## config.mk

```make
export PLATFORM = sky130hd
export DESIGN_NAME = cpu_exception_entry_unit_top_flat
export DESIGN_NICKNAME = d
export VERILOG_FILES = /design/src/rtl/cee_pkg.sv /design/src/rtl/cee_req_if.sv /design/src/rtl/cee_rsp_if.sv /design/src/rtl/cee_front.sv /design/src/rtl/cee_queue.sv /design/src/rtl/cee_back.sv /design/src/rtl/cpu_exception_entry_unit_top.sv /design/src/flat_wrapper.sv
export VERILOG_INCLUDE_DIRS = /design/src /design/src/rtl
export SDC_FILE = /design/constraint.sdc
export NUM_CORES = 1
export LEC_CHECK = 0
export BUFFER_PORTS_ARGS = -buffer_cell sky130_fd_sc_hd__buf_2
export CAP_MARGIN = 20
export CORE_UTILIZATION = 30
export DETAILED_ROUTE_END_ITERATION = 7
export HOLD_SLACK_MARGIN = 0.05
export PLACE_DENSITY = 0.55
export SYNTH_ARGS = -nofsm -noshare
export SYNTH_HDL_FRONTEND = slang
export SYNTH_SLANG_ARGS = --single-unit
```

## constraint.sdc

```tcl
create_clock -name clk -period 9.1 [get_ports clk]
set_input_delay 1.365 -clock clk [delete_from_list [all_inputs] [get_ports clk]]
set_output_delay 1.365 -clock clk [all_outputs]
set_load 0.02 [all_outputs]
```

## src/rtl/assert_macros.svh

```systemverilog
// Assertion helpers shared by the RTL. Define NO_ASSERTIONS to compile them out.
`ifndef ASSERT_MACROS_SVH
`define ASSERT_MACROS_SVH
`ifndef NO_ASSERTIONS
`define ASSERT_CHECK(lbl, clk, rst_n, prop) \
	lbl: assert property (@(posedge clk) disable iff (!rst_n) prop) \
		else $error("%m: assertion failed");
`define ASSERT_NEVER(lbl, clk, rst_n, prop) \
	lbl: assert property (@(posedge clk) disable iff (!rst_n) !(prop)) \
		else $error("%m: forbidden condition seen");
`else
`define ASSERT_CHECK(lbl, clk, rst_n, prop)
`define ASSERT_NEVER(lbl, clk, rst_n, prop)
`endif
`endif

```

## src/rtl/cee_pkg.sv

```systemverilog
package cee_pkg;

	localparam int unsigned VEC_W = 8;
	localparam int unsigned PRIO_W = 5;
	localparam int unsigned SR_W = 10;
	localparam int unsigned WORD_W = 32;
	localparam int unsigned KIND_W = 2;

	localparam int unsigned QDEPTH = 2;
	localparam int unsigned QIDX_W = $clog2(QDEPTH);
	localparam int unsigned QCNT_W = $clog2(QDEPTH + 1);

	localparam logic ACT_ASSERT = 1'b0;
	localparam logic ACT_CHECK = 1'b1;

	localparam logic [KIND_W-1:0] KIND_NONE = 2'd0;
	localparam logic [KIND_W-1:0] KIND_STACK = 2'd1;
	localparam logic [KIND_W-1:0] KIND_FETCH = 2'd2;

	localparam logic [3:0] MASK_ALL = 4'hF;
	localparam logic [PRIO_W-1:0] PRIO_MAX_MASK = 5'd15;

	localparam logic [VEC_W-1:0] VEC_ADDR_ERR_LO = 8'd9;
	localparam logic [VEC_W-1:0] VEC_ADDR_ERR_HI = 8'd10;
	localparam logic [VEC_W-1:0] VEC_IRQ_LO = 8'd11;
	localparam logic [VEC_W-1:0] VEC_IRQ_HI = 8'd12;
	localparam logic [VEC_W-1:0] VEC_EXT_IRQ = 8'd64;

	localparam logic [WORD_W-1:0] PUSH_STEP = 32'd4;
	localparam logic [WORD_W-1:0] PUSH_TWO = 32'd8;
	localparam logic [WORD_W-1:0] PC_BACK = 32'd2;

	typedef struct packed {
		logic take;
		logic [SR_W-1:0] status_word;
		logic [WORD_W-1:0] sp_first;
		logic [WORD_W-1:0] sp_second;
		logic [WORD_W-1:0] return_pc;
		logic [WORD_W-1:0] fetch_addr;
		logic [SR_W-1:0] new_status;
	} job_t;

	typedef struct packed {
		logic empty;
		job_t head;
	} queue_stat_t;

endpackage

```

## src/rtl/cee_req_if.sv

```systemverilog
interface cee_req_if;
	logic valid;
	logic ready;
	logic action;
	logic [cee_pkg::VEC_W-1:0] vec_num;
	logic [cee_pkg::PRIO_W-1:0] prio;
	logic [cee_pkg::SR_W-1:0] status_word;
	logic [cee_pkg::WORD_W-1:0] program_counter;
	logic [cee_pkg::WORD_W-1:0] stack_pointer;
	logic [cee_pkg::WORD_W-1:0] vector_base;
	logic pipe_valid;
	logic delay_slot;
	logic no_irq_slot;

	modport source (
		output valid, action, vec_num, prio, status_word, program_counter,
			stack_pointer, vector_base, pipe_valid, delay_slot, no_irq_slot,
		input ready
	);
	modport sink (
		input valid, action, vec_num, prio, status_word, program_counter,
			stack_pointer, vector_base, pipe_valid, delay_slot, no_irq_slot,
		output ready
	);
endinterface

```

## src/rtl/cee_rsp_if.sv

```systemverilog
interface cee_rsp_if;
	logic valid;
	logic ready;
	logic [cee_pkg::KIND_W-1:0] kind;
	logic [cee_pkg::WORD_W-1:0] bus_address;
	logic [cee_pkg::WORD_W-1:0] bus_data;
	logic [cee_pkg::SR_W-1:0] new_status;
	logic [cee_pkg::WORD_W-1:0] new_stack;
	logic last;

	modport source (
		output valid, kind, bus_address, bus_data, new_status, new_stack, last,
		input ready
	);
	modport sink (
		input valid, kind, bus_address, bus_data, new_status, new_stack, last,
		output ready
	);
endinterface

```

## src/rtl/cee_front.sv

```systemverilog
module cee_front (
	input logic clk,
	input logic arst_n,
	cee_req_if.sink req,
	input logic full,
	output logic push,
	output cee_pkg::job_t job
);

	logic [cee_pkg::VEC_W-1:0] pend_vec_q;
	logic [cee_pkg::PRIO_W-1:0] pend_prio_q;
	logic [3:0] imask;
	logic req_ok;
	logic addr_err;
	logic irq;
	logic may_take;
	logic take;
	logic [3:0] new_mask;

	assign req.ready = !full;
	assign push = req.valid && !full;

	assign imask = req.status_word[7:4];
	assign req_ok = (req.action == cee_pkg::ACT_ASSERT) && (imask != cee_pkg::MASK_ALL)
		&& ({1'b0, imask} < req.prio);

	assign addr_err = (pend_vec_q == cee_pkg::VEC_ADDR_ERR_LO)
		|| (pend_vec_q == cee_pkg::VEC_ADDR_ERR_HI);
	assign irq = (pend_vec_q == cee_pkg::VEC_IRQ_LO) || (pend_vec_q == cee_pkg::VEC_IRQ_HI)
		|| (pend_vec_q >= cee_pkg::VEC_EXT_IRQ);
	assign may_take = req.pipe_valid && !(req.delay_slot && (addr_err || irq))
		&& !(req.no_irq_slot && irq);
	assign take = (req.action == cee_pkg::ACT_CHECK) && (pend_vec_q != '0) && may_take;

	assign new_mask = (pend_prio_q > cee_pkg::PRIO_MAX_MASK) ? cee_pkg::MASK_ALL
		: pend_prio_q[3:0];

	always_comb begin
		job.take = take;
		job.status_word = req.status_word;
		job.sp_first = req.stack_pointer - cee_pkg::PUSH_STEP;
		job.sp_second = req.stack_pointer - cee_pkg::PUSH_TWO;
		job.return_pc = req.program_counter - cee_pkg::PC_BACK;
		job.fetch_addr = req.vector_base
			+ {{(cee_pkg::WORD_W - cee_pkg::VEC_W - 2){1'b0}}, pend_vec_q, 2'b00};
		job.new_status = {req.status_word[9:8], new_mask, req.status_word[3:0]};
	end

	always_ff @(posedge clk or negedge arst_n) begin
		if (!arst_n) begin
			pend_vec_q <= '0;
			pend_prio_q <= '0;
		end else if (push) begin
			if (req_ok) begin
				pend_vec_q <= req.vec_num;
				pend_prio_q <= req.prio;
			end else if (take) begin
				pend_vec_q <= '0;
			end
		end
	end

endmodule

```

## src/rtl/cee_queue.sv

```systemverilog
module cee_queue (
	input logic clk,
	input logic arst_n,
	input logic push,
	input cee_pkg::job_t wr_job,
	input logic pop,
	output logic full,
	output cee_pkg::queue_stat_t stat
);

	cee_pkg::job_t mem_q [cee_pkg::QDEPTH];
	logic [cee_pkg::QIDX_W-1:0] wr_ptr_q;
	logic [cee_pkg::QIDX_W-1:0] rd_ptr_q;
	logic [cee_pkg::QCNT_W-1:0] cnt_q;

	assign full = (cnt_q == cee_pkg::QCNT_W'(cee_pkg::QDEPTH));
	assign stat.empty = (cnt_q == '0);
	assign stat.head = mem_q[rd_ptr_q];

	always_ff @(posedge clk) begin
		if (push) begin
			mem_q[wr_ptr_q] <= wr_job;
		end
	end

	always_ff @(posedge clk or negedge arst_n) begin
		if (!arst_n) begin
			wr_ptr_q <= '0;
			rd_ptr_q <= '0;
			cnt_q <= '0;
		end else begin
			if (push) begin
				wr_ptr_q <= wr_ptr_q + 1'b1;
			end
			if (pop) begin
				rd_ptr_q <= rd_ptr_q + 1'b1;
			end
			if (push && !pop) begin
				cnt_q <= cnt_q + 1'b1;
			end else if (pop && !push) begin
				cnt_q <= cnt_q - 1'b1;
			end
		end
	end

endmodule

```

## src/rtl/cee_back.sv

```systemverilog
`include "assert_macros.svh"

module cee_back (
	input logic clk,
	input logic arst_n,
	input cee_pkg::queue_stat_t stat,
	output logic pop,
	cee_rsp_if.source rsp
);

	typedef enum logic [1:0] {
		STEP_SR,
		STEP_PC,
		STEP_VEC
	} step_t;

	step_t step_q;
	logic valid_q;
	logic [cee_pkg::KIND_W-1:0] kind_q;
	logic [cee_pkg::WORD_W-1:0] addr_q;
	logic [cee_pkg::WORD_W-1:0] data_q;
	logic [cee_pkg::SR_W-1:0] status_q;
	logic [cee_pkg::WORD_W-1:0] stack_q;
	logic last_q;

	logic load;
	logic last_n;
	logic [cee_pkg::KIND_W-1:0] kind_n;
	logic [cee_pkg::WORD_W-1:0] addr_n;
	logic [cee_pkg::WORD_W-1:0] data_n;
	logic [cee_pkg::SR_W-1:0] status_n;
	logic [cee_pkg::WORD_W-1:0] stack_n;
	step_t step_n;

	assign load = !stat.empty && (!valid_q || rsp.ready);

	always_comb begin
		kind_n = cee_pkg::KIND_NONE;
		addr_n = '0;
		data_n = '0;
		status_n = '0;
		stack_n = '0;
		last_n = 1'b1;
		step_n = STEP_SR;
		if (stat.head.take) begin
			unique case (step_q)
				STEP_SR: begin
					kind_n = cee_pkg::KIND_STACK;
					addr_n = stat.head.sp_first;
					data_n = {{(cee_pkg::WORD_W - cee_pkg::SR_W){1'b0}},
						stat.head.status_word};
					last_n = 1'b0;
					step_n = STEP_PC;
				end
				STEP_PC: begin
					kind_n = cee_pkg::KIND_STACK;
					addr_n = stat.head.sp_second;
					data_n = stat.head.return_pc;
					last_n = 1'b0;
					step_n = STEP_VEC;
				end
				STEP_VEC: begin
					kind_n = cee_pkg::KIND_FETCH;
					addr_n = stat.head.fetch_addr;
					status_n = stat.head.new_status;
					stack_n = stat.head.sp_second;
				end
				default: begin
					step_n = STEP_SR;
				end
			endcase
		end
	end

	assign pop = load && last_n;

	always_ff @(posedge clk or negedge arst_n) begin
		if (!arst_n) begin
			step_q <= STEP_SR;
			valid_q <= 1'b0;
			kind_q <= cee_pkg::KIND_NONE;
			addr_q <= '0;
			data_q <= '0;
			status_q <= '0;
			stack_q <= '0;
			last_q <= 1'b0;
		end else begin
			if (load) begin
				step_q <= step_n;
				valid_q <= 1'b1;
				kind_q <= kind_n;
				addr_q <= addr_n;
				data_q <= data_n;
				status_q <= status_n;
				stack_q <= stack_n;
				last_q <= last_n;
			end else if (rsp.ready) begin
				valid_q <= 1'b0;
			end
		end
	end

	assign rsp.valid = valid_q;
	assign rsp.kind = kind_q;
	assign rsp.bus_address = addr_q;
	assign rsp.bus_data = data_q;
	assign rsp.new_status = status_q;
	assign rsp.new_stack = stack_q;
	assign rsp.last = last_q;

	`ASSERT_CHECK(a_step_has_job, clk, arst_n, (step_q != STEP_SR) |-> !stat.empty)
	`ASSERT_CHECK(a_pop_rewinds, clk, arst_n, pop |=> (step_q == STEP_SR))
	`ASSERT_CHECK(a_mid_entry_advances, clk, arst_n, (load && !pop) |=> (step_q != STEP_SR))
	`ASSERT_NEVER(a_fetch_not_last, clk, arst_n, valid_q && (kind_q == cee_pkg::KIND_FETCH) && !last_q)
	`ASSERT_NEVER(a_none_not_last, clk, arst_n, valid_q && (kind_q == cee_pkg::KIND_NONE) && !last_q)

endmodule

```

## src/rtl/cpu_exception_entry_unit_top.sv

```systemverilog
// Exception entry unit: req items are either assert requests, which may overwrite the single
// pending exception slot, or instruction boundary checks, which take the pending exception
// when the pipeline state allows it. Every item is accepted into a two-entry queue while
// the front end keeps the pending slot up to date, so req stays ready as long as the queue
// has room. The back end drains the queue through a registered rsp output: an assert
// request or a check that takes nothing yields one rsp item, and a taken exception yields
// three (two stack writes, then the vector fetch with the new status and stack pointer), one
// per cycle while rsp is ready. Sustained rate is one req item per cycle for one-result items
// while rsp is ready; an exception entry stays at the queue head until its three rsp items
// are loaded. An accepted req item is first written into the queue, and the back end then
// loads the rsp output register from the queue head.
module cpu_exception_entry_unit_top (
	input logic clk,
	input logic arst_n,
	cee_req_if.sink req,
	cee_rsp_if.source rsp
);

	logic full;
	logic push;
	logic pop;
	cee_pkg::job_t job;
	cee_pkg::queue_stat_t stat;

	cee_front u_front (
		.clk (clk),
		.arst_n (arst_n),
		.req (req),
		.full (full),
		.push (push),
		.job (job)
	);

	cee_queue u_queue (
		.clk (clk),
		.arst_n (arst_n),
		.push (push),
		.wr_job (job),
		.pop (pop),
		.full (full),
		.stat (stat)
	);

	cee_back u_back (
		.clk (clk),
		.arst_n (arst_n),
		.stat (stat),
		.pop (pop),
		.rsp (rsp)
	);

endmodule
```

## src/flat_wrapper.sv

```systemverilog
// flat-port wrapper written by rule: the top's interface ports become plain ports
module cpu_exception_entry_unit_top_flat 
  (clk, arst_n, req_valid, req_action, req_vec_num, req_prio, req_status_word, req_program_counter, req_stack_pointer, req_vector_base, req_pipe_valid, req_delay_slot, req_no_irq_slot, req_ready, rsp_valid, rsp_kind, rsp_bus_address, rsp_bus_data, rsp_new_status, rsp_new_stack, rsp_last, rsp_ready);
  cee_req_if req_i ();
  cee_rsp_if rsp_i ();
  input logic clk;
  input logic arst_n;
  input wire logic [$bits(req_i.valid)-1:0] req_valid;
  input wire logic [$bits(req_i.action)-1:0] req_action;
  input wire logic [$bits(req_i.vec_num)-1:0] req_vec_num;
  input wire logic [$bits(req_i.prio)-1:0] req_prio;
  input wire logic [$bits(req_i.status_word)-1:0] req_status_word;
  input wire logic [$bits(req_i.program_counter)-1:0] req_program_counter;
  input wire logic [$bits(req_i.stack_pointer)-1:0] req_stack_pointer;
  input wire logic [$bits(req_i.vector_base)-1:0] req_vector_base;
  input wire logic [$bits(req_i.pipe_valid)-1:0] req_pipe_valid;
  input wire logic [$bits(req_i.delay_slot)-1:0] req_delay_slot;
  input wire logic [$bits(req_i.no_irq_slot)-1:0] req_no_irq_slot;
  output wire logic [$bits(req_i.ready)-1:0] req_ready;
  output wire logic [$bits(rsp_i.valid)-1:0] rsp_valid;
  output wire logic [$bits(rsp_i.kind)-1:0] rsp_kind;
  output wire logic [$bits(rsp_i.bus_address)-1:0] rsp_bus_address;
  output wire logic [$bits(rsp_i.bus_data)-1:0] rsp_bus_data;
  output wire logic [$bits(rsp_i.new_status)-1:0] rsp_new_status;
  output wire logic [$bits(rsp_i.new_stack)-1:0] rsp_new_stack;
  output wire logic [$bits(rsp_i.last)-1:0] rsp_last;
  input wire logic [$bits(rsp_i.ready)-1:0] rsp_ready;
  assign req_i.valid = req_valid;
  assign req_i.action = req_action;
  assign req_i.vec_num = req_vec_num;
  assign req_i.prio = req_prio;
  assign req_i.status_word = req_status_word;
  assign req_i.program_counter = req_program_counter;
  assign req_i.stack_pointer = req_stack_pointer;
  assign req_i.vector_base = req_vector_base;
  assign req_i.pipe_valid = req_pipe_valid;
  assign req_i.delay_slot = req_delay_slot;
  assign req_i.no_irq_slot = req_no_irq_slot;
  assign req_ready = req_i.ready;
  assign rsp_valid = rsp_i.valid;
  assign rsp_kind = rsp_i.kind;
  assign rsp_bus_address = rsp_i.bus_address;
  assign rsp_bus_data = rsp_i.bus_data;
  assign rsp_new_status = rsp_i.new_status;
  assign rsp_new_stack = rsp_i.new_stack;
  assign rsp_last = rsp_i.last;
  assign rsp_i.ready = rsp_ready;
  cpu_exception_entry_unit_top u_core (.clk(clk), .arst_n(arst_n), .req(req_i), .rsp(rsp_i));
endmodule
```

## Yosys cells after proc, flatten, opt, wreduce, memory -nomap -nowiden

Memories as Yosys holds them, arrays and structs flattened.
Index checks and enable logic that the tools add are counted.

| storage, ports and cells | value |
|---|---|
| memories kept | 1 |
| register bits after elaboration | 129 |
| RAM bits | 298 |

Memory list:

| memory | depth | width | read ports | clocked after memory_dff | wr ports | RTL line | RTL |
|---|---|---|---|---|---|---|---|
| u_core.u_queue.mem_q | 2 | 149 | 1 | 0 | 1 | cee_queue.sv:11 | `cee_pkg::job_t mem_q [cee_pkg::QDEPTH];` |

| operators by class | value |
|---|---|
| magnitude comparators | 3 |
| eq/ne operators | 8 |
| $add $sub $neg | 8 |
| reductions and logical operators | 34 |
| bitwise gates (word level) | 1 |
| muxes and demuxes | 23 |

Operators by type and width:

| kind | number |
|---|---|
| 2-to-1 mux 32 bit | 4 |
| one-hot mux 32 bit (3 select lines) | 1 |
| one-hot mux 32 bit (2 select lines) | 1 |
| adder 32 x 10 -> 32 bit | 1 |
| equality test 8 x 4 -> 1 bit, second input constant | 4 |
| subtractor 32 x 2 -> 32 bit, second input constant | 1 |
| subtractor 32 x 3 -> 32 bit, second input constant | 1 |
| subtractor 32 x 4 -> 32 bit, second input constant | 1 |
| 2-to-1 mux 10 bit | 2 |
| 2-to-1 mux 8 bit | 2 |
| logical AND 1 bit | 13 |
| greater-or-equal comparator 8 x 7 -> 1 bit, second input constant | 1 |
| 2-to-1 mux 2 bit | 4 |
| one-hot mux 2 bit (2 select lines) | 2 |
| nonzero test 8 bit | 1 |
| zero test 1 bit | 7 |
| 2-to-1 mux 1 bit | 6 |
| nonzero test 2 bit | 3 |
| > comparator 5 x 4 -> 1 bit, second input constant | 1 |
| logical OR 1 bit | 5 |
| less-than comparator 4 x 5 -> 1 bit | 1 |
| equality test 2 bit, second input constant | 2 |
| zero test 2 bit | 2 |
| 2-to-1 mux 4 bit | 1 |
| 8 further kinds | 10 |

## Longest topological paths before layout

Gate-level depths: netlist of the first run.

| depth | value |
|---|---|
| word-level depth | 11 |
| mapped depth | 9 |

## By module

A second synthesis of the first run with hierarchy kept.

| unflattened totals | value |
|---|---|
| cells, all modules | 1270 |
| area, all modules | 19311.0 um^2 |

By module, submodules not included:

| module | seq. area each (um^2) | area an instance (um^2) | cells each | times used |
|---|---|---|---|---|
| cee_queue | 9048.7 | 11352.1 | 480 | 1 |
| cee_back | 2802.7 | 4777.1 | 347 | 1 |
| cee_front | 325.3 | 3181.8 | 443 | 1 |

## Worst setup path after synthesis of the first run

No wires, ideal clock.

| path | value |
|---|---|
| path type | input to register |
| from | in req_valid |
| to | mem u_core.u_queue.mem_q[0][100] (netlist name), enable pin |
| setup time | 0.644 ns |
| slack | 1.123 ns |
| data arrival time | 7.333 ns |
| buffers on the path | 0 |
| stages on the path | 2 |
| path through | nand2_1 nor2_1 |

| on the way | value |
|---|---|
| cells in the longest elaborated chain, start to end | 3 |

RTL lines:

| item | RTL line | RTL |
|---|---|---|
| start, declared | flat_wrapper.sv:8 | `input wire logic [$bits(req_i.valid)-1:0] req_valid;` |
| logical AND 1 bit | cee_front.sv:21 | `assign push = req.valid && !full;` |
| 2-to-1 mux 1 bit | cee_queue.sv:21 | `if (push) begin` |
| 2-to-1 mux 1 bit (not written as such) | cee_queue.sv:22 | `mem_q[wr_ptr_q] <= wr_job;` |
| end, declared | cee_queue.sv:11 |  |

Every way passes these cells.

==> flow_summary.ini, run 1 <==
[run_status]
outcome = finished clean

[clocking]
insertion_delay_ns = 0.57
htreeDepth = 2
cts_buffers = 47
cts_tree = yes
post_cts_buffers = 0
clk_pin_slew_ns = 0.06
cts-resized-gates = 0
root_buffer = clkbuf_16
cts_buffer_depth = 3
clkSinkCount = 411
postCtsHoldBufs = 0

[synthesis]
synth_top_area_cell = edfxtp_1
yosysWarnings = 0
syn_area_per_cell_sq_um = 13.93
synth_nets = 1430
syn-cell-area_sq_mm = 0.01791
synth_edf_count = 282
synth-seq-area-share_pct = 65.30
ys_top_cells_by_area = edfxtp_1, dfrtp_1, mux2i_1, mux4_2, xor2_1
netlist.area_leader.share_pct = 47.28
ys_top_cells_by_count = edfxtp_1, dfrtp_1, nand2_1
synth_flop_cell = edfxtp_1
synth_cell_type_count = 51
async_reset_ff_share_pct = 31.39
synth_most_common_cell = edfxtp_1
ys_ff_latch = 411
synthCells = 1286

[timing]
slew_headroom_pct = 26.63
max_freq_ghz = 0.2694
period_share_pct = 40.79
worst_pin_slew_ns = 1.091
final.setup_skew_ns = 0.02393
hold_violations = 0
post-route-min-period_ns = 3.712
setup_viol = 0
rsz0062_at_grt = no
setup_tns_ns = 0
drv_slew = 0

[power_and_ir_drop]
p_int_mw = 4.433
power_leakage_nw = 8.772
power.share.clock_pct = 27.3
p_sw_mw = 2.246
seq_power_share_pct = 42.0
power_density_mw_per_mm2 = 310.3
ir_worst_vdd_mv = 0.2073
p_comb_share_pct = 30.7
power_mw = 6.678
p_sw_share_pct = 33.63

[final_layout]
drive_gt1_share_pct = 24.44
area_growth_pct = 20.16
fin_nets = 1668
fillCellCount = 5755

[placement]
place.gp.congestion = 0.8278
dp_hpwl_um = 32250
io_buffers = 237

[global_route]
grt_usage_pct = 15.67
antenna_found_initial = 9
grt_pass1_wl_um = 71370
overflow = 0
grt_max_degree = 84
first_global_vias = 11630

[floorplanning]
dieArea_sq_mm = 0.06068
die_height_um = 246.3
io_pins = 238
rows = 89
floorplan.initialDensity_pct = 30.35
die_x_um = 246.3
core_sq_mm = 0.05902

[routing]
routed_wirelength_um = 47710
wl_per_cell_um = 20.36
ant_nets = 0
route.detailed.drc = 0
dr.pass1.iters = 5
via_count = 11230
vias_per_cell = 4.792
drt_iter0_markers = 671

[critical_path]
critPathArrivalTime_ns = 4.01
critPathMaxFanout = 7
end_kind = flip-flop
critPathRequiredTime_ns = 9.40
path_class = in -> reg
start_kind = input port

[run]
max-cap-violations = 0

[worst_hold_path]
hold_class = reg -> reg
critical path, stage by stage:
cell and delay (ns):
buf_2 0.11, inv_1 0.10, ha_1 0.23, nor4b_1 0.70, nand4_1 0.59, or3_1 0.51, nor4_1 0.27, xor2_1 0.13
power groups by stage:
| stage | clock (mW) | combinational (mW) | sequential (mW) |
|---|---|---|---|
| after floorplan | 0 | 1.28 | 2.96 |
| after global placement | 0 | 2.07 | 2.83 |
| after detailed placement | 0 | 2.09 | 2.85 |
| after CTS | 1.87 | 2.09 | 2.81 |
| after global routing | 1.94 | 2.25 | 2.86 |
| final | 1.82 | 2.05 | 2.81 |
state kept, by name, summed over array words and instances (netlist names):
register	flops
u_core.u_front.pend_prio_q	5
u_core.u_back.rsp.new_status	10
u_core.u_queue.wr_ptr_q	1
u_core.u_queue.cnt_q	2
u_core.u_back.rsp.kind	2
u_core.u_back.rsp.new_stack	32
u_core.u_back.rsp.bus_address	32
u_core.u_back.rsp.valid	1
u_core.u_back.rsp.bus_data	32
u_core.u_back.step_q	2
u_core.u_front.pend_vec_q	8
u_core.u_back.rsp.last	1
u_core.u_queue.rd_ptr_q	1
u_core.u_queue.mem_q	282
metal layers:
| metal | up-vias | part of all wire, % | global-route usage [%] |
|---|---|---|---|
| met1 | 5636 | 45 | 20.87 |
| li1 | 5265 | - | - |
| met2 | 265 | 47 | 24.93 |
| met5 | - | 0.046 | 0 |
| met4 | 4 | 2.3 | 4.956 |
| met3 | 57 | 6.4 | 3.943 |
layout make-up:
class | count | area [sq um] | share of cell area [%]
sequential | 411 | 11700 | 54.37
multi-input combinational | 754 | 5788 | 26.89
clock buffer | 77 | 1391 | 6.465
timing repair buffer | 256 | 1355 | 6.296
tap | 773 | 967.2 | 4.494
inverter | 54 | 202.7 | 0.9418
clock inverter | 11 | 98.84 | 0.4593
antenna | 7 | 17.52 | 0.08139
worst paths after layout:
check / start / endpoint / slack, ns / cells after the start
setup / recovery: req_program_counter[1] / u_core.u_queue.mem_q[1][69] / 5.39 / 8
hold / removal: u_core.u_front.pend_prio_q[0] / u_core.u_front.pend_prio_q[0] / 0.47 / 2
setup reg to reg: u_core.u_queue.rd_ptr_q / u_core.u_back.rsp.bus_address[27] / 5.87 / 6
hold reg to reg: u_core.u_front.pend_prio_q[0] / u_core.u_front.pend_prio_q[0] / 0.47 / 2
max in group asynchronous: arst_n / u_core.u_back.step_q[0] / 7.11 / 3
min in group asynchronous: arst_n / u_core.u_back.rsp.new_status[0] / 0.77 / 1
placed cells by master, fill, tap and decap left out, drive strengths merged, types with 3 or more instances in the layout:
master,netlist,layout
and3,6,6
mux2i,97,97
nor4b,3,3
nand2b,9,9
a21o,4,4
ha,16,16
or2,5,5
o221ai,3,3
o211ai,5,5
nand2,129,129
nand3,11,11
o22ai,30,30
nor4,21,21
xor2,73,73
dfrtp,129,129
buf,20,255
a211oi,3,3
a21oi,7,7
nor3,34,34
mux4,40,40
a22o,42,42
xnor2,41,41
o21ai,80,80
or4,9,9
edfxtp,282,282
diode,0,7
inv,54,55
nor2,46,46
clkinv,0,8
nand4,9,9
clkbuf,47,78
or3,9,9
and2,4,4
stage by stage:
| stage | worst slack, ns | util [%] | area, sq um | cells | hold WS (ns) |
|---|---|---|---|---|---|
| after floorplan | 1.123 | - | 17910 | 1286 | 0.4374 |
| after global placement | 5.010 | 33.84 | 19970 | 2245 | 0.4559 |
| after detailed placement | 4.900 | 33.84 | 19970 | 2245 | 0.4595 |
| after CTS | 5.528 | 36.36 | 21460 | 2333 | 0.4738 |
| after global routing | 5.252 | 36.45 | 21510 | 2339 | 0.4961 |
| final | 5.388 | 36.47 | 21520 | 2343 | 0.4657 |
cell families after synthesis:
| group | synth area share (%) |
|---|---|
| buf+inv | 2.620 |
| compound gates | 6.692 |
| fa+ha+maj | 1.229 |
| flops | 65.30 |
| xor+xnor | 5.575 |
| simple gates | 8.131 |
| mux | 10.45 |
No activity file was read; power rests on OpenSTA's default activity.
==> inputs of run 2 (changes only) <==
--- a/config.mk
+++ b/config.mk
@@ -11,7 +11,7 @@
 export CORE_UTILIZATION = 30
 export DETAILED_ROUTE_END_ITERATION = 7
 export HOLD_SLACK_MARGIN = 0.05
-export PLACE_DENSITY = 0.55
+export PLACE_DENSITY = 0.57
 export SYNTH_ARGS = -nofsm -noshare
 export SYNTH_HDL_FRONTEND = slang
 export SYNTH_SLANG_ARGS = --single-unit
==> constraint.sdc (replaced) <==
create_clock -name clk -period 3.4 [get_ports clk]
set_input_delay 0.51 -clock clk [delete_from_list [all_inputs] [get_ports clk]]
set_output_delay 0.51 -clock clk [all_outputs]
set_load 0.02 [all_outputs]
==> flow_summary.ini, run 2 (synthesis results as in run 1) <==
[critical_path]
path_class = reg -> reg
critPathRequiredTime_ns = 3.69
critPathMaxFanout = 8
r2r_start = u_core.u_front.pend_vec_q[0]
ff2ff_setup_slack_ns = 0.78
rr_endpoint = u_core.u_queue.mem_q[1][40]
start_kind = flip-flop
end_kind = flip-flop
critPathArrivalTime_ns = 2.91
reg2reg_depth = 9

[placement]
dp_hpwl_um = 32400
place.gp.congestion = 0.8199
placed_area_sq_mm = 0.02019
dpl_worst_slack_ns = 0.2797
io_buffers = 237

[final_layout]
drive_gt1_share_pct = 25.11
fillCellCount = 5700
area_growth_pct = 20.91
final_core_util_pct = 36.69
multiInputGateArea_sq_mm = 0.005796
fin_nets = 1683
top_register = u_core.u_queue.mem_q
largest_reg_flops = 282
layout_commonest_cell = edfxtp_1
layout_common_cells = edfxtp_1, buf_2, nand2_1, dfrtp_1, mux2i_1
finalInstanceArea_sq_mm = 0.02166
seqCellArea_sq_mm = 0.01170

[clocking]
cts_buffers = 47
cts_buffer_depth = 3
insertion_delay_ns = 0.58
htreeDepth = 2
root_buffer = clkbuf_16
clkSinkCount = 411
cts-resized-gates = 0
clk_pin_slew_ns = 0.06
cts_tree = yes

[floorplanning]
die_height_um = 246.3
rows = 89
core_sq_mm = 0.05902
io_pins = 238
floorplan.initialDensity_pct = 30.35
dieArea_sq_mm = 0.06068
die_x_um = 246.3

[routing]
via_count = 11420
route.detailed.drc = 0
routed_wirelength_um = 47870
drt_iter0_markers = 780
wl_per_cell_um = 20.35
dr.pass1.iters = 5
ant_nets = 0
vias_per_cell = 4.855

[power_and_ir_drop]
ir_worst_vdd_mv = 0.4413
power_leakage_nw = 8.847
power_density_mw_per_mm2 = 826.9

[global_route]
first_global_vias = 11640
antenna_found_initial = 3
grt_max_degree = 78
grt_usage_pct = 15.69
grt_pass1_wl_um = 71170
overflow = 0

[timing]
worst_pin_slew_ns = 0.9235
drv_slew = 0
max_freq_ghz = 0.3819
setup_viol = 0
worst_slack_ns = 0.7818
post-route-min-period_ns = 2.618
hold_violations = 0
rsz0062_at_grt = no
setup_tns_ns = 0
period_share_pct = 77.01
final.setup_skew_ns = 0.02458
slew_headroom_pct = 37.96

[worst_hold_path]
whs_endpoint = u_core.u_queue.mem_q[0][146]
holdPathStages = 1
hp-start = req_status_word[8]
hold_class = in -> reg

[run_status]
outcome = finished clean

[run]
max-cap-violations = 0
## run 2: how the worst max path moves through the flow
stage                                      start                           end  slack [ns]  cells past startpoint
CTS                 u_core.u_front.pend_vec_q[0]   u_core.u_queue.mem_q[1][40]        0.80                      9
global placement            req_stack_pointer[3]  u_core.u_queue.mem_q[0][131]        0.34                      8
finish              u_core.u_front.pend_vec_q[0]   u_core.u_queue.mem_q[1][40]        0.78                      9
detailed placement          req_stack_pointer[3]  u_core.u_queue.mem_q[0][135]        0.28                      8
floorplan                u_core.u_queue.cnt_q[0]  u_core.u_queue.mem_q[0][100]      0.0005                      4
global route        u_core.u_front.pend_vec_q[0]   u_core.u_queue.mem_q[1][40]        0.62                      9
## run 2: metrics by stage
stage | hold WS [ns] | power, mW | cells
global route | 0.09635 | 18.93 | 2350
CTS | 0.08681 | 18.19 | 2348
floorplan | 0.2144 | 11.26 | 1286
detailed placement | 0.4621 | 13.41 | 2260
finish | 0.1326 | 17.91 | 2352
global placement | 0.4564 | 13.30 | 2260
## run 2: layer usage
| metal | global-route usage, % | wire length [um] |
|---|---|---|
| met5 | 0 | 11 |
| met4 | 4.539 | 1080 |
| met3 | 3.094 | 2864 |
| met2 | 24.88 | 22370 |
| met1 | 21.68 | 21550 |
## run 2: layout make-up
| cell class | instances | area share, % |
|---|---|---|
| antenna | 2 | 0.02311 |
| sequential | 411 | 54.03 |
| multi-input combinational | 754 | 26.76 |
| clock buffer | 68 | 6.026 |
| tap | 773 | 4.466 |
| timing repair buffer | 271 | 7.216 |
| inverter | 54 | 0.9360 |
| clock inverter | 19 | 0.5373 |
## run 2: worst max-delay path: stages, from the launching register on
cell	delay, ns
dfrtp_1	0.43
ha_1	0.22
inv_1	0.06
fa_1	0.41
nand2b_1	0.19
a21oi_1	0.28
o211ai_1	0.14
buf_4	0.22
nor4_1	0.25
xor2_1	0.14
## run 2: power breakdown
part	internal [mW]	leakage, nW	switching, mW	total, mW
clock	2.67	0.689	2.04	4.72
combinational	2.21	3.82	3.53	5.74
sequential	6.89	4.34	0.556	7.44
total	11.8	8.85	6.13	17.9
## run 2: repair_timing
item / 4_1_cts / 5_1_grt
endpoints found under the hold margin: 38 / 0
hold buffers: 1 / 0
buffers inserted: 0 / 0
==> inputs of run 3 (changes only) <==
==> constraint.sdc (replaced) <==
create_clock -name clk -period 2.3 [get_ports clk]
set_input_delay 0.345 -clock clk [delete_from_list [all_inputs] [get_ports clk]]
set_output_delay 0.345 -clock clk [all_outputs]
set_load 0.02 [all_outputs]
==> flow_summary.ini, run 3 (synthesis results as in run 1) <==
[run_status]
outcome = finished clean

[global_route]
grt_max_degree = 66
first_global_vias = 12160
antenna_found_initial = 7
use_met3_pct = 3.072
overflow = 0
grt_pass1_wl_um = 73170
busiest_layer = met2
grt_usage_pct = 16.00
met1_usage_pct = 21.35
met2_usage_pct = 26.21

[routing]
route.detailed.drc = 0
wl_per_cell_um = 19.73
routed_wirelength_um = 48640
dr.pass1.iters = 6
drt_iter0_markers = 696
ant_nets = 0
vias_per_cell = 4.788
via_count = 11800

[critical_path]
start_kind = flip-flop
critPathArrivalTime_ns = 2.52
critPathMaxFanout = 8
rr_endpoint = u_core.u_queue.mem_q[1][34]
end_kind = flip-flop
cp-endpoint = u_core.u_queue.mem_q[1][34]
r2r_start = u_core.u_front.pend_vec_q[5]
critPathRequiredTime_ns = 2.63
ff2ff_setup_slack_ns = 0.12
reg2reg_depth = 7
crit_start = u_core.u_front.pend_vec_q[5]
path_class = reg -> reg

[timing]
period_share_pct = 94.93
post-route-min-period_ns = 2.183
hold_violations = 0
max_freq_ghz = 0.4580
setup_viol = 0
drv_slew = 0
slew_headroom_pct = 37.20
setup_tns_ns = 0
final.setup_skew_ns = 0.03320
rsz0062_at_grt = no
hold_slack_ns = 0.08478
worst_pin_slew_ns = 0.9348

[final_layout]
layout_commonest_cell = edfxtp_1
stdcell_count = 2465
area_growth_pct = 27.98
top_register = u_core.u_queue.mem_q
final_core_util_pct = 38.84
layout_common_cells = edfxtp_1, buf_2, nand2_1, dfrtp_1, buf_4
largest_reg_flops = 282
fin_nets = 1791
fillCellCount = 5653
drive_gt1_share_pct = 29.83

[placement]
dp_hpwl_um = 34160
place.gp.congestion = 0.8109
io_buffers = 237
dp_cells = 2342

[power_and_ir_drop]
ir_worst_vdd_mv = 0.5963
power_density_mw_per_mm2 = 1205
power_mw = 27.61
power_leakage_nw = 9.488

[floorplanning]
dieArea_sq_mm = 0.06068
floorplan.initialDensity_pct = 30.35
io_pins = 238
die_x_um = 246.3
rows = 89
die_height_um = 246.3
core_sq_mm = 0.05902

[clocking]
cts_buffers = 47
clk_pin_slew_ns = 0.06
clkSinkCount = 411
insertion_delay_ns = 0.59
cts_buffer_depth = 3
root_buffer = clkbuf_16
cts_tree = yes
htreeDepth = 2

[worst_hold_path]
hold_class = in -> reg

[run]
max-cap-violations = 0
==> run 3: cell types whose count changed in the layout (fill, tap and decap cells not counted), moves of 5 or more <==
cell	previous run	this run
nor3_1	33	28
buf_12	9	15
nor3_2	1	6
clkinv_1	8	1
dlygate4sd3_1	1	28
buf_4	24	98
==> run 3: worst min path at each step <==
stage	start	end	slack, ns	cells past startpoint
floorplan	arst_n	u_core.u_back.rsp.bus_address[0]	0.05	0
finish	req_status_word[5]	u_core.u_queue.mem_q[1][143]	0.08	1
global placement	arst_n	u_core.u_back.rsp.bus_data[1]	0.38	1
CTS	req_status_word[5]	u_core.u_queue.mem_q[1][143]	0.06	1
detailed placement	arst_n	u_core.u_back.rsp.new_status[1]	0.38	1
global route	req_status_word[5]	u_core.u_queue.mem_q[0][143]	0.07	1
==> run 3: area by class of cell <==
type                    instances  area (sq um)  share of cell area, %
repair buffers                379          2534                  11.05
diodes                          6         15.01                0.06550
inverters                      54         210.2                 0.9170
clock inverters                13         177.7                 0.7751
multi-input cells             754          5904                  25.76
clock buffers                  75          1414                  6.168
well taps                     773         967.2                  4.219
flip-flops and latches        411         11700                  51.05
==> run 3: critical path, cell delays in order (launching register included) <==
cell,delay [ns]
dfrtp_1,0.43
ha_4,0.26
a21o_1,0.16
or3_1,0.35
o211ai_1,0.26
clkbuf_16,0.23
nor3_2,0.05
xor2_1,0.18
==> run 3: power breakdown <==
group          leakage [nW]  total (mW)  switching [mW]  internal (mW)
logic                  4.37        9.03            5.33           3.69
clock network         0.775        7.62            3.06           4.56
registers              4.34        11.0           0.788           10.2
==> run 3: repair_timing <==
action                                 4_1_cts  5_1_grt
setup buffers                                0        1
hold buffers                                28        0
gates resized for setup                      3       14
pin swaps                                    0        5
setup endpoints to repair                   10       31
endpoints found under the hold margin       91        0
==> run 3: per-layer routing <==
layer,vias to the layer above,wire length (um)
met1,5926,21300
met3,79,2589
met4,6,1214
met2,277,23500
li1,5515,-
met5,-,35
==> run 3: per-stage QoR <==
| step | instance area, sq um | setup slack (ns) |
|---|---|---|
| global route | 22920 | 0.008903 |
| global placement | 20960 | -0.2985 |
| CTS | 22840 | 0.03594 |
| detailed placement | 20960 | -0.3133 |
| finish | 22920 | 0.1167 |
| floorplan | 17990 | -0.9253 |
